**src/rtl/wl512_pkg.sv**
```systemverilog
`timescale 1ns / 1ps
// shared types and constants for the well512 random generator
// no dependencies; used by the generator, pool and divider modules

package wl512_pkg;

    localparam int WORD_W     = 32;
    localparam int POOL_DEPTH = 16;
    localparam int POOL_AW    = $clog2(POOL_DEPTH);
    localparam int BOUND_W    = 31;
    localparam int DIV_CNT_W  = $clog2(WORD_W);

    typedef logic [WORD_W-1:0]  word_t;
    typedef logic [POOL_AW-1:0] pool_addr_t;

    // seed expansion, tempering and pool address constants
    localparam word_t      EXPAND_MULT = 32'd1812433253;
    localparam word_t      TEMPER_MASK = 32'hDA442D24;
    localparam pool_addr_t TAP_A       = 4'd13;
    localparam pool_addr_t TAP_B       = 4'd9;
    localparam pool_addr_t STEP_BACK   = 4'd15;
    localparam pool_addr_t LAST_ADDR   = pool_addr_t'(POOL_DEPTH - 1);

    // draw operation codes
    localparam logic OP_RAW     = 1'b0;
    localparam logic OP_BOUNDED = 1'b1;

    // write port of the pool memory
    typedef struct packed {
        logic       en;
        pool_addr_t addr;
        word_t      data;
    } pool_wr_t;

endpackage

```
**src/rtl/well512_random_generator.sv**
```systemverilog
`timescale 1ns / 1ps
// A raw draw steps through pool read states R0 to R4 to the output register; a bounded
// draw adds the one-bit-per-cycle remainder unit (32 steps plus handoff).
// The first draw after reset or a seed write first fills the pool, one word at a time
// through states EXP_MUL and EXP_ADD and a single 32x32 multiplier.
// One item at a time: no new input is taken until the result is loaded for output.
// Reset (synchronous, active low) clears the seed to 0 and marks the pool for refill.

module well512_random_generator (
    input  logic        aclk,
    input  logic        aresetn,
    input  logic        cfg_we,
    input  logic [31:0] cfg_wdata,
    input  logic        s_valid,
    output logic        s_ready,
    input  logic        s_op,
    input  logic [30:0] s_bound,
    output logic        m_valid,
    input  logic        m_ready,
    output logic [31:0] m_value
);

    typedef enum logic [3:0] {
        ST_IDLE,
        ST_SEED0,
        ST_EXP_MUL,
        ST_EXP_ADD,
        ST_R0,
        ST_R1,
        ST_R2,
        ST_R3,
        ST_R4,
        ST_DIV_GO,
        ST_DIV_WAIT,
        ST_OUT
    } state_t;

    state_t                state_reg;
    wl512_pkg::word_t      seed_reg;
    logic                  pending_reg;
    wl512_pkg::pool_addr_t pos_reg;
    wl512_pkg::pool_addr_t cnt_reg;
    logic                  op_reg;
    logic [wl512_pkg::BOUND_W-1:0] bound_reg;
    wl512_pkg::word_t      p_reg;
    wl512_pkg::word_t      mul_reg;
    wl512_pkg::word_t      a_reg;
    wl512_pkg::word_t      b_reg;
    wl512_pkg::word_t      c_reg;
    wl512_pkg::word_t      word_reg;
    logic                  m_valid_reg;
    wl512_pkg::word_t      m_value_reg;

    wl512_pkg::pool_wr_t   pool_wr;
    wl512_pkg::pool_addr_t rd_addr;
    wl512_pkg::word_t      rd_data;
    wl512_pkg::word_t      mul_in;
    wl512_pkg::word_t      mul_out;
    wl512_pkg::word_t      exp_word;
    wl512_pkg::word_t      b_new;
    wl512_pkg::word_t      c_new;
    wl512_pkg::word_t      a_new;
    wl512_pkg::word_t      d_val;
    wl512_pkg::word_t      z_new;
    wl512_pkg::word_t      div_rem;
    logic                  div_start;
    logic                  div_done;
    logic                  s_xfer;
    logic                  out_free;

    assign s_ready  = (state_reg == ST_IDLE);
    assign s_xfer   = s_valid && s_ready;
    assign out_free = !m_valid_reg || m_ready;

    // pool memory
    wl512_pool u_pool (
        .aclk    (aclk),
        .wr      (pool_wr),
        .rd_addr (rd_addr),
        .rd_data (rd_data)
    );

    // remainder unit for bounded draws
    assign div_start = (state_reg == ST_DIV_GO);

    wl512_divider u_div (
        .aclk      (aclk),
        .aresetn   (aresetn),
        .start     (div_start),
        .dividend  (word_reg),
        .divisor   ({1'b0, bound_reg} + 1'b1),
        .done      (div_done),
        .remainder (div_rem)
    );

    // seed expansion datapath, multiplier registered before the add
    assign mul_in   = p_reg ^ (p_reg >> 30);
    assign mul_out  = wl512_pkg::EXPAND_MULT * mul_in;
    assign exp_word = mul_reg + wl512_pkg::word_t'(cnt_reg);

    // draw datapath, terms formed from the registered pool reads
    assign b_new = a_reg ^ rd_data ^ (a_reg << 16) ^ (rd_data << 15);
    assign c_new = rd_data ^ (rd_data >> 11);
    assign a_new = b_reg ^ c_new;
    assign d_val = a_reg ^ ((a_reg << 5) & wl512_pkg::TEMPER_MASK);
    assign z_new = rd_data ^ b_reg ^ d_val ^ (rd_data << 2) ^ (b_reg << 18)
                 ^ (c_reg << 28);

    // pool read address and write port per state
    always_comb begin
        rd_addr      = pos_reg;
        pool_wr.en   = 1'b0;
        pool_wr.addr = pos_reg;
        pool_wr.data = a_new;
        unique case (state_reg)
            ST_SEED0: begin
                pool_wr.en   = 1'b1;
                pool_wr.addr = '0;
                pool_wr.data = seed_reg;
            end
            ST_EXP_ADD: begin
                pool_wr.en   = 1'b1;
                pool_wr.addr = cnt_reg;
                pool_wr.data = exp_word;
            end
            ST_R1: rd_addr = pos_reg + wl512_pkg::TAP_A;
            ST_R2: rd_addr = pos_reg + wl512_pkg::TAP_B;
            ST_R3: begin
                rd_addr    = pos_reg + wl512_pkg::STEP_BACK;
                pool_wr.en = 1'b1;
            end
            ST_R4: begin
                pool_wr.en   = 1'b1;
                pool_wr.addr = pos_reg + wl512_pkg::STEP_BACK;
                pool_wr.data = z_new;
            end
            default: rd_addr = pos_reg;
        endcase
    end

    // sequencer, generator state and output register
    always_ff @(posedge aclk) begin
        if (!aresetn) begin
            state_reg   <= ST_IDLE;
            seed_reg    <= '0;
            pending_reg <= 1'b1;
            pos_reg     <= '0;
            cnt_reg     <= '0;
            m_valid_reg <= 1'b0;
        end else begin
            // result leaves on its output transfer unless a new one is loaded
            if (m_ready && state_reg != ST_OUT) begin
                m_valid_reg <= 1'b0;
            end
            if (cfg_we) begin
                seed_reg    <= cfg_wdata;
                pending_reg <= 1'b1;
            end
            unique case (state_reg)
                ST_IDLE: begin
                    if (s_xfer) begin
                        op_reg    <= s_op;
                        bound_reg <= s_bound;
                        state_reg <= pending_reg ? ST_SEED0 : ST_R0;
                    end
                end
                ST_SEED0: begin
                    p_reg       <= seed_reg;
                    cnt_reg     <= wl512_pkg::pool_addr_t'(1);
                    pos_reg     <= '0;
                    // a seed written right now keeps the refill pending
                    if (!cfg_we) begin
                        pending_reg <= 1'b0;
                    end
                    state_reg   <= ST_EXP_MUL;
                end
                ST_EXP_MUL: begin
                    mul_reg   <= mul_out;
                    state_reg <= ST_EXP_ADD;
                end
                ST_EXP_ADD: begin
                    p_reg   <= exp_word;
                    cnt_reg <= cnt_reg + 1'b1;
                    if (cnt_reg == wl512_pkg::LAST_ADDR) begin
                        state_reg <= ST_R0;
                    end else begin
                        state_reg <= ST_EXP_MUL;
                    end
                end
                ST_R0: state_reg <= ST_R1;
                ST_R1: begin
                    a_reg     <= rd_data;
                    state_reg <= ST_R2;
                end
                ST_R2: begin
                    b_reg     <= b_new;
                    state_reg <= ST_R3;
                end
                ST_R3: begin
                    c_reg     <= c_new;
                    a_reg     <= a_new;
                    state_reg <= ST_R4;
                end
                ST_R4: begin
                    word_reg  <= z_new;
                    pos_reg   <= pos_reg + wl512_pkg::STEP_BACK;
                    state_reg <= (op_reg == wl512_pkg::OP_BOUNDED) ? ST_DIV_GO : ST_OUT;
                end
                ST_DIV_GO: state_reg <= ST_DIV_WAIT;
                ST_DIV_WAIT: begin
                    if (div_done) begin
                        word_reg  <= div_rem;
                        state_reg <= ST_OUT;
                    end
                end
                ST_OUT: begin
                    if (out_free) begin
                        m_valid_reg <= 1'b1;
                        m_value_reg <= word_reg;
                        state_reg   <= ST_IDLE;
                    end
                end
                default: state_reg <= ST_IDLE;
            endcase
        end
    end

    assign m_valid = m_valid_reg;
    assign m_value = m_value_reg;

endmodule

```
**src/rtl/wl512_pool.sv**
```systemverilog
`timescale 1ns / 1ps
// 16 x 32 pool memory, one write and one registered read per cycle
// depends on wl512_pkg

module wl512_pool (
    input  logic                  aclk,
    input  wl512_pkg::pool_wr_t   wr,
    input  wl512_pkg::pool_addr_t rd_addr,
    output wl512_pkg::word_t      rd_data
);

    wl512_pkg::word_t mem [wl512_pkg::POOL_DEPTH];
    wl512_pkg::word_t rd_data_reg;

    // write port
    always_ff @(posedge aclk) begin
        if (wr.en) begin
            mem[wr.addr] <= wr.data;
        end
    end

    // registered read port
    always_ff @(posedge aclk) begin
        rd_data_reg <= mem[rd_addr];
    end

    assign rd_data = rd_data_reg;

endmodule

```
**src/rtl/wl512_divider.sv**
```systemverilog
`timescale 1ns / 1ps
// radix-2 restoring remainder unit, one quotient bit per cycle
// depends on wl512_pkg

module wl512_divider (
    input  logic             aclk,
    input  logic             aresetn,
    input  logic             start,
    input  wl512_pkg::word_t dividend,
    input  wl512_pkg::word_t divisor,
    output logic             done,
    output wl512_pkg::word_t remainder
);

    localparam logic [wl512_pkg::DIV_CNT_W-1:0] LAST_STEP =
        wl512_pkg::DIV_CNT_W'(wl512_pkg::WORD_W - 1);

    wl512_pkg::word_t rem_reg;
    wl512_pkg::word_t dvd_reg;
    wl512_pkg::word_t dv_reg;
    logic [wl512_pkg::DIV_CNT_W-1:0] cnt_reg;
    logic busy_reg;
    logic done_reg;

    wl512_pkg::word_t trial;
    wl512_pkg::word_t rem_next;

    // shift in the next dividend bit and subtract when it fits
    // divisor is at most 2^31, so the remainder's top bit is always clear
    always_comb begin
        trial = {rem_reg[wl512_pkg::WORD_W-2:0], dvd_reg[wl512_pkg::WORD_W-1]};
        if (trial >= dv_reg) begin
            rem_next = trial - dv_reg;
        end else begin
            rem_next = trial;
        end
    end

    // step counter and datapath registers
    always_ff @(posedge aclk) begin
        if (!aresetn) begin
            busy_reg <= 1'b0;
            done_reg <= 1'b0;
            cnt_reg  <= '0;
        end else begin
            done_reg <= 1'b0;
            if (start) begin
                busy_reg <= 1'b1;
                cnt_reg  <= '0;
                rem_reg  <= '0;
                dvd_reg  <= dividend;
                dv_reg   <= divisor;
            end else if (busy_reg) begin
                rem_reg <= rem_next;
                dvd_reg <= {dvd_reg[wl512_pkg::WORD_W-2:0], 1'b0};
                cnt_reg <= cnt_reg + 1'b1;
                if (cnt_reg == LAST_STEP) begin
                    busy_reg <= 1'b0;
                    done_reg <= 1'b1;
                end
            end
        end
    end

    assign done      = done_reg;
    assign remainder = rem_reg;

endmodule

```
**config.mk**
```make
export PLATFORM = sky130hd
export DESIGN_NAME = well512_random_generator
export DESIGN_NICKNAME = d
export VERILOG_FILES = /design/src/rtl/wl512_pkg.sv /design/src/rtl/well512_random_generator.sv /design/src/rtl/wl512_pool.sv /design/src/rtl/wl512_divider.sv
export SDC_FILE = /design/constraint.sdc
export NUM_CORES = 2
export LEC_CHECK = 0
export ABC_CLOCK_PERIOD_IN_PS = 6200
export BUFFER_PORTS_ARGS = -buffer_cell sky130_fd_sc_hd__buf_4
export CAP_MARGIN = 10
export CORE_MARGIN = 5
export CORE_UTILIZATION = 30
export CTS_BUF_LIST = sky130_fd_sc_hd__clkbuf_4
export DETAILED_ROUTE_END_ITERATION = 8
export PLACE_DENSITY = 0.55
export SLEW_MARGIN = 20
export SYNTH_ARGS = -nofsm -noshare
export SYNTH_HDL_FRONTEND = slang
export SYNTH_SLANG_ARGS = --single-unit
```
**constraint.sdc**
```tcl
create_clock -name aclk -period 6.2 [get_ports aclk]
set_input_delay 0.31 -clock aclk [delete_from_list [all_inputs] [get_ports aclk]]
set_output_delay 0.31 -clock aclk [all_outputs]
set_load 0.005 [all_outputs]
```
== Yosys cells after proc, flatten, opt, wreduce, memory -nomap -nowiden ==
Memories as Yosys holds them, arrays and structs flattened. A register that Yosys moved wholly into a read port is not among the register bits.
Index checks and enable logic that the tools add are counted.

* Add/subtract/negate cells: 8
* Multipliers: 1
* $lt $le $gt $ge: 1
* Equality and inequality tests: 17
* Muxes and demuxes: 32
* Bitwise operators: 14
* Reduce and logical (&&, ||, !) cells: 24

{| class="wikitable"
|+ Operators by type and width
! operator !! count
|-
| $xor A32 B32 Y32 || 10
|-
| $pmux W32 S2 || 3
|-
| $mux W32 || 5
|-
| $pmux W36 S3 || 1
|-
| $pmux W4 S12 || 1
|-
| $add A31 B1 Y32 const B || 1
|-
| $add A32 B4 Y32 || 1
|-
| $ge A32 B32 Y1 || 1
|-
| $mul A31 B32 Y32 const A || 1
|-
| $sub A32 B32 Y32 || 1
|-
| $xor A32 B2 Y32 || 1
|-
| $xor A32 B21 Y32 || 1
|-
| $eq A4 B4 Y1 const B || 5
|-
| $eq A4 B3 Y1 const B || 4
|-
| $pmux W4 S2 || 2
|-
| $reduce_and A2 Y1 || 7
|-
| $mux W1 || 13
|-
| $add A4 B4 Y4 const B || 3
|-
| $mux W4 || 3
|-
| $pmux W4 S3 || 1
|-
| $reduce_and A3 Y1 || 4
|-
| $reduce_bool A2 Y1 || 5
|-
| $eq A4 B2 Y1 const B || 2
|-
| $mux W3 || 2
|-
| 16 further kinds || 19
|}

* Flip-flop bits (word level): 377
* RAM bits: 512
* Input bits: 69
* Output and inout bits: 34
* Logic and storage cells: 119
* Memories: 1

{| class="wikitable"
|+ Memories
! name !! words !! width !! rd ports !! clocked after memory_dff !! write ports !! line !! RTL
|-
| u_pool.mem || 16 || 32 || 1 || 1 || 1 || wl512_pool.sv:12 || <nowiki>wl512_pkg::word_t mem [wl512_pkg::POOL_DEPTH];</nowiki>
|}

== Depth between registers and ports, before layout ==
* Word-level depth: 6
* Gate-level depth with buffers: 27
* Gate-level depth less buffers: 27

== Cells and area by module ==
From an unflattened synthesis, not the netlist that was laid out.

* Cell total of the unflattened synthesis: 3370
* Area, all modules: 47524.3 um^2

{| class="wikitable"
|+ Modules (own cells, without submodules)
! module !! instances !! cells an instance !! area each (um^2) !! seq. area each (um^2)
|-
| well512_random_generator || 1 || 2012 || 21697.1 || 7767.4
|-
| wl512_pool || 1 || 838 || 19835.3 || 16015.4
|-
| wl512_divider || 1 || 520 || 5992.0 || 3022.9
|}

== Worst setup path after synthesis ==
OpenSTA, ideal clock, no wires.

* Kind: flip-flop to flip-flop
* Start point: reg p_reg[31]
* End point: reg mul_reg[31], data pin
* Setup time: 0.260 ns
* Data arrival time: 6.040 ns
* Data required time: 5.940 ns
* Path slack: -0.100 ns
* Stages on the path, launching flop included: 28
* Buffers on the path: 1
* Clock period less this slack: 6.300 ns
* Cells stage by stage: edfxtp_1 > xnor2_1 > inv_1 > xnor2_1 > ha_1 > or2_2 > ha_1 > inv_1 > fa_1 > inv_1 > ha_1 > fa_1 > fa_1 > fa_1 > inv_1 > fa_1 > inv_1 > ha_1 > clkbuf_1 > a21oi_1 > nor2b_1 > o211ai_1 > a21oi_1 > a21oi_1 > o31ai_1 > a211o_1 > a21oi_1 > xnor2_1

* Longest elaborated chain between the ends: 2

{| class="wikitable"
|+ Ends and longest elaborated chain
! element !! line !! RTL
|-
| start, declared || well512_random_generator.sv:45 || <nowiki>wl512_pkg::word_t p_reg;</nowiki>
|-
| start signal, assigned || well512_random_generator.sv:168 || <nowiki>p_reg <= seed_reg;</nowiki>
|-
| start signal, assigned || well512_random_generator.sv:182 || <nowiki>p_reg <= exp_word;</nowiki>
|-
| $xor A32 B2 Y32 || well512_random_generator.sv:97 || <nowiki>assign mul_in = p_reg ^ (p_reg >> 30);</nowiki>
|-
| named net mul_in[1] || well512_random_generator.sv:57 || <nowiki>wl512_pkg::word_t mul_in;</nowiki>
|-
| $mul A31 B32 Y32 || well512_random_generator.sv:98 || <nowiki>assign mul_out = wl512_pkg::EXPAND_MULT * mul_in;</nowiki>
|-
| named net mul_out[31] || well512_random_generator.sv:58 || <nowiki>wl512_pkg::word_t mul_out;</nowiki>
|-
| end signal, assigned || well512_random_generator.sv:178 || <nowiki>mul_reg <= mul_out;</nowiki>
|-
| end, declared || well512_random_generator.sv:46 || <nowiki>wl512_pkg::word_t mul_reg;</nowiki>
|}

The timed path passes the listed nets, and every way through them passes these cells.
A chain may end at the register's enable or synchronous reset.

== Worst setup path after layout ==
* Start point: reg p_reg[12]
* End point: reg mul_reg[30], data pin

* Longest elaborated chain between the ends: 2

{| class="wikitable"
|+ Ends and longest elaborated chain
! element !! line
|-
| $xor A32 B2 Y32 || well512_random_generator.sv:97
|-
| $mul A31 B32 Y32 || well512_random_generator.sv:98
|-
| named net mul_out[30] || well512_random_generator.sv:58
|}

The timed path passes the listed nets, and every way through them passes these cells.

==> run_results.csv <==
group,metric,value,unit
synthesis,netlist_area,0.0475,mm^2
clocking,htreeDepth,4,
synthesis,synth_warnings,0,
global_route,antenna_found_initial,2,
clocking,clock-sinks,921,
synthesis,synth_edf_count,836,
power_and_ir_drop,p_clk_share,23.4,%
power_and_ir_drop,combPwrFrac,42.8,%
drt,firstDrtPassIters,5,
layout,largest_reg_flops,512,
placed_design,gp_congestion,0.879,
min_path,min_to,"pending_reg",
drt,antenna_left,0,
placed_design,portBuffers,102,
drt,wl_per_cell,20.9,um
min_path,holdPathStages,3,
layout,top_register,"u_pool.mem",
synthesis,synth.top_cell.area_share,52.8,%
setup_path,required,7100,ps
sta,fin_crit,6170,ps
power_and_ir_drop,power_leakage,22.1,nW
floorplan,die_w,408,um
clocking,clk_pin_slew,70,ps
global_route,grt_pass1_vias,30500,
sta,hold_violations,0,
power_and_ir_drop,ir_worst_vdd,542,uV
setup_path,start_kind,"register",
sta,fin_crit_sh,99.5,%
sta,finalClockSkew,89.4,ps
floorplan,die_area,0.167,mm^2
synthesis,synthCells,3452,
layout,drive_gt1_share,21.3,%
layout,final_cell_mix,"836 x edfxtp_1, 371 x clkbuf_4, 323 x nand2_1",
synthesis,synthArstFlopShare,0,%
setup_path,r2r-end,"mul_reg[30]",
clocking,clkLatencyLatePin,1180,ps
setup_path,critPathCaptureType,"register",
layout,post-route-util,36.2,%
sta,relSlewSlack,30.3,%
setup_path,r2r_slack,30,ps
setup_path,rr_startpoint,"p_reg[12]",
synthesis,synthTopCellsByArea,"edfxtp_1 53%, ha_1 6.6%, fa_1 6.2%",
floorplan,core_area,0.158,mm^2
floorplan,initial_core_util,30.1,%
global_route,grt_max_degree,129,
clocking,cts-buffers-inserted,233,
global_route,grt-ovfl-total,0,
setup_path,reg2reg_depth,24,
floorplan,num_rows,146,
sta,rsz0062_at_grt,"true",
floorplan,io_pins,103,
job,max_cap_viol_count,0,
sta,setup_viol,0,
synthesis,synth_ff_type,"edfxtp_1",
synthesis,synth_top_cell_by_area,"edfxtp_1",
power_and_ir_drop,intPower,15.1,mW
power_and_ir_drop,switching_share,35.6,%
power_and_ir_drop,p_sw,8.38,mW
synthesis,synth_seq_area_share,56.4,%
min_path,worstHoldStart,"aresetn",
layout,nNetsFinal,4466,
drt,vias_per_cell,4.71,
power_and_ir_drop,power_density,412,mW/mm^2
sta,worstMarginPinSlew,1040,ps
placed_design,post-place-ws,-213,ps
sta,clock.fmax,0.162,GHz
setup_path,cp.arrival,7070,ps
drt,num_vias,29600,
synthesis,synth_cell_types,73,
sta,maxSlewViolCount,0,
sta,fin_ws,33.7,ps
setup_path,crit_type,"register to register",
drt,drc,0,
setup_path,cp_max_fo,4,
layout,area_growth,20.2,%
min_path,hp-class,"input port to register",
global_route,grt_pass1_wl,196,mm
synthesis,syn_nets,3921,
layout,layout_commonest_cell,"edfxtp_1",
power_and_ir_drop,seq_power_share,33.8,%
clocking,root_buffer,"clkbuf_4",
placed_design,dp_hpwl,90.7,mm
clocking,clock_path_buffers,3,
synthesis,ys_ff_latch,921,
drt,wirelength,131,mm
drt,drt-initial-drc-count,2071,
synthesis,syn-mean-instance-area,13.8,um^2
global_route,track_usage,15.5,%
floorplan,die_height,408,um
clocking,cts_tree,"done",
run_status,outcome,"finished, final reports clean",
metal layers:
layer  share of wire [%]  track usage [%]  routed length [um]  vias to the layer above
met5                   0                0                   0                        -
met3                 4.9             2.51                6430                      181
met4                 2.2             4.49                2890                        0
li1                    -                -                   -                    13600
met1                  43             20.4               56600                    15000
met2                  50             26.4               65000                      783
power by group through the flow:
stage / clock network (mW) / logic [mW] / registers [mW]
global placement: 0 / 9.20 / 8.10
global route: 6.03 / 11.2 / 7.98
floorplan: 0 / 6.48 / 7.91
finish: 5.51 / 10.1 / 7.96
detailed placement: 0 / 9.21 / 8.09
CTS: 5.68 / 9.68 / 7.96
worst max-delay path, stage by stage, from the launching register on:
cell,delay (ps)
edfxtp_1,460
ha_4,310
ha_4,190
fa_1,540
inv_1,50
fa_1,470
inv_1,50
fa_1,510
inv_2,50
fa_1,530
inv_1,50
fa_1,490
inv_1,50
fa_1,480
inv_1,50
ha_2,170
nor2_2,90
o211ai_1,140
a2111o_1,410
nor2b_4,160
a41oi_4,220
nor3_2,90
a21oi_2,140
a21oi_2,70
xor2_1,150
area by class of cell:
cell class / instances / area, um^2
Antenna cell: 8 / 20.0
Clock buffer: 371 / 2790
Clock inverter: 64 / 435
Fill cell: 15100 / 101000
Inverter: 294 / 1110
Multi-Input combinational cell: 2096 / 19500
Sequential cell: 921 / 26800
Tap cell: 2072 / 2590
Timing Repair Buffer: 451 / 3950
cell usage after synthesis (11+ instances only):
library cell	number
a211oi_1	11
a21o_1	26
a21oi_1	91
a22oi_1	25
a31oi_1	16
and3_1	26
buf_1	12
buf_2	14
buf_4	11
clkbuf_1	103
dfxtp_1	85
edfxtp_1	836
fa_1	148
ha_1	252
inv_1	293
mux2_2	33
mux2i_1	78
mux4_2	128
nand2_1	324
nand3_1	49
nand4_1	20
nor2_1	159
nor2b_1	48
nor3_1	23
o211ai_1	11
o21ai_0	65
o21ai_1	41
xnor2_1	259
xor2_1	133
kinds of logic after synthesis:
family,share of synthesized area (%)
flip-flops,56.4
buffers and inverters,3.57
multiplexers,8.51
XOR/XNOR,7.22
AO/OA/AOI/OAI,4.95
AND/OR/NAND/NOR,6.50
adder cells (fa/ha/maj),12.9
stage by stage:
step	instances	power (mW)	setup TNS, ps	hold slack (ps)	instance area, um^2
final	6277	23.5	0	322	57200
after global routing	6275	25.2	-1070	231	57200
after CTS	6257	23.3	-18.0	181	56900
after detailed placement	5621	17.3	-705	443	51600
after global placement	5621	17.3	-992	445	51600
after floorplan	3452	14.4	0	409	47600
worst max-delay path by stage:
stage | cells past startpoint | start | endpoint | slack (ps)
2_1_floorplan | 24 | p_reg[12] | mul_reg[30] | 6
3_3_place_gp | 24 | p_reg[11] | mul_reg[30] | -260
3_5_place_dp | 24 | p_reg[11] | mul_reg[28] | -210
4_1_cts | 24 | p_reg[11] | mul_reg[30] | -20
5_1_grt | 26 | p_reg[31] | mul_reg[31] | -200
6_report | 24 | p_reg[12] | mul_reg[30] | 30
what timing repair did:
item | in CTS | in global routing
endpoints found under the hold margin | 121 | 0
setup buffers | 3 | 11
endpoints found under the setup margin | 8 | 10
hold buffers | 198 | 0
gates resized for setup | 13 | 32
pin swaps | 8 | 27
No activity file was read; power rests on OpenSTA's default activity.
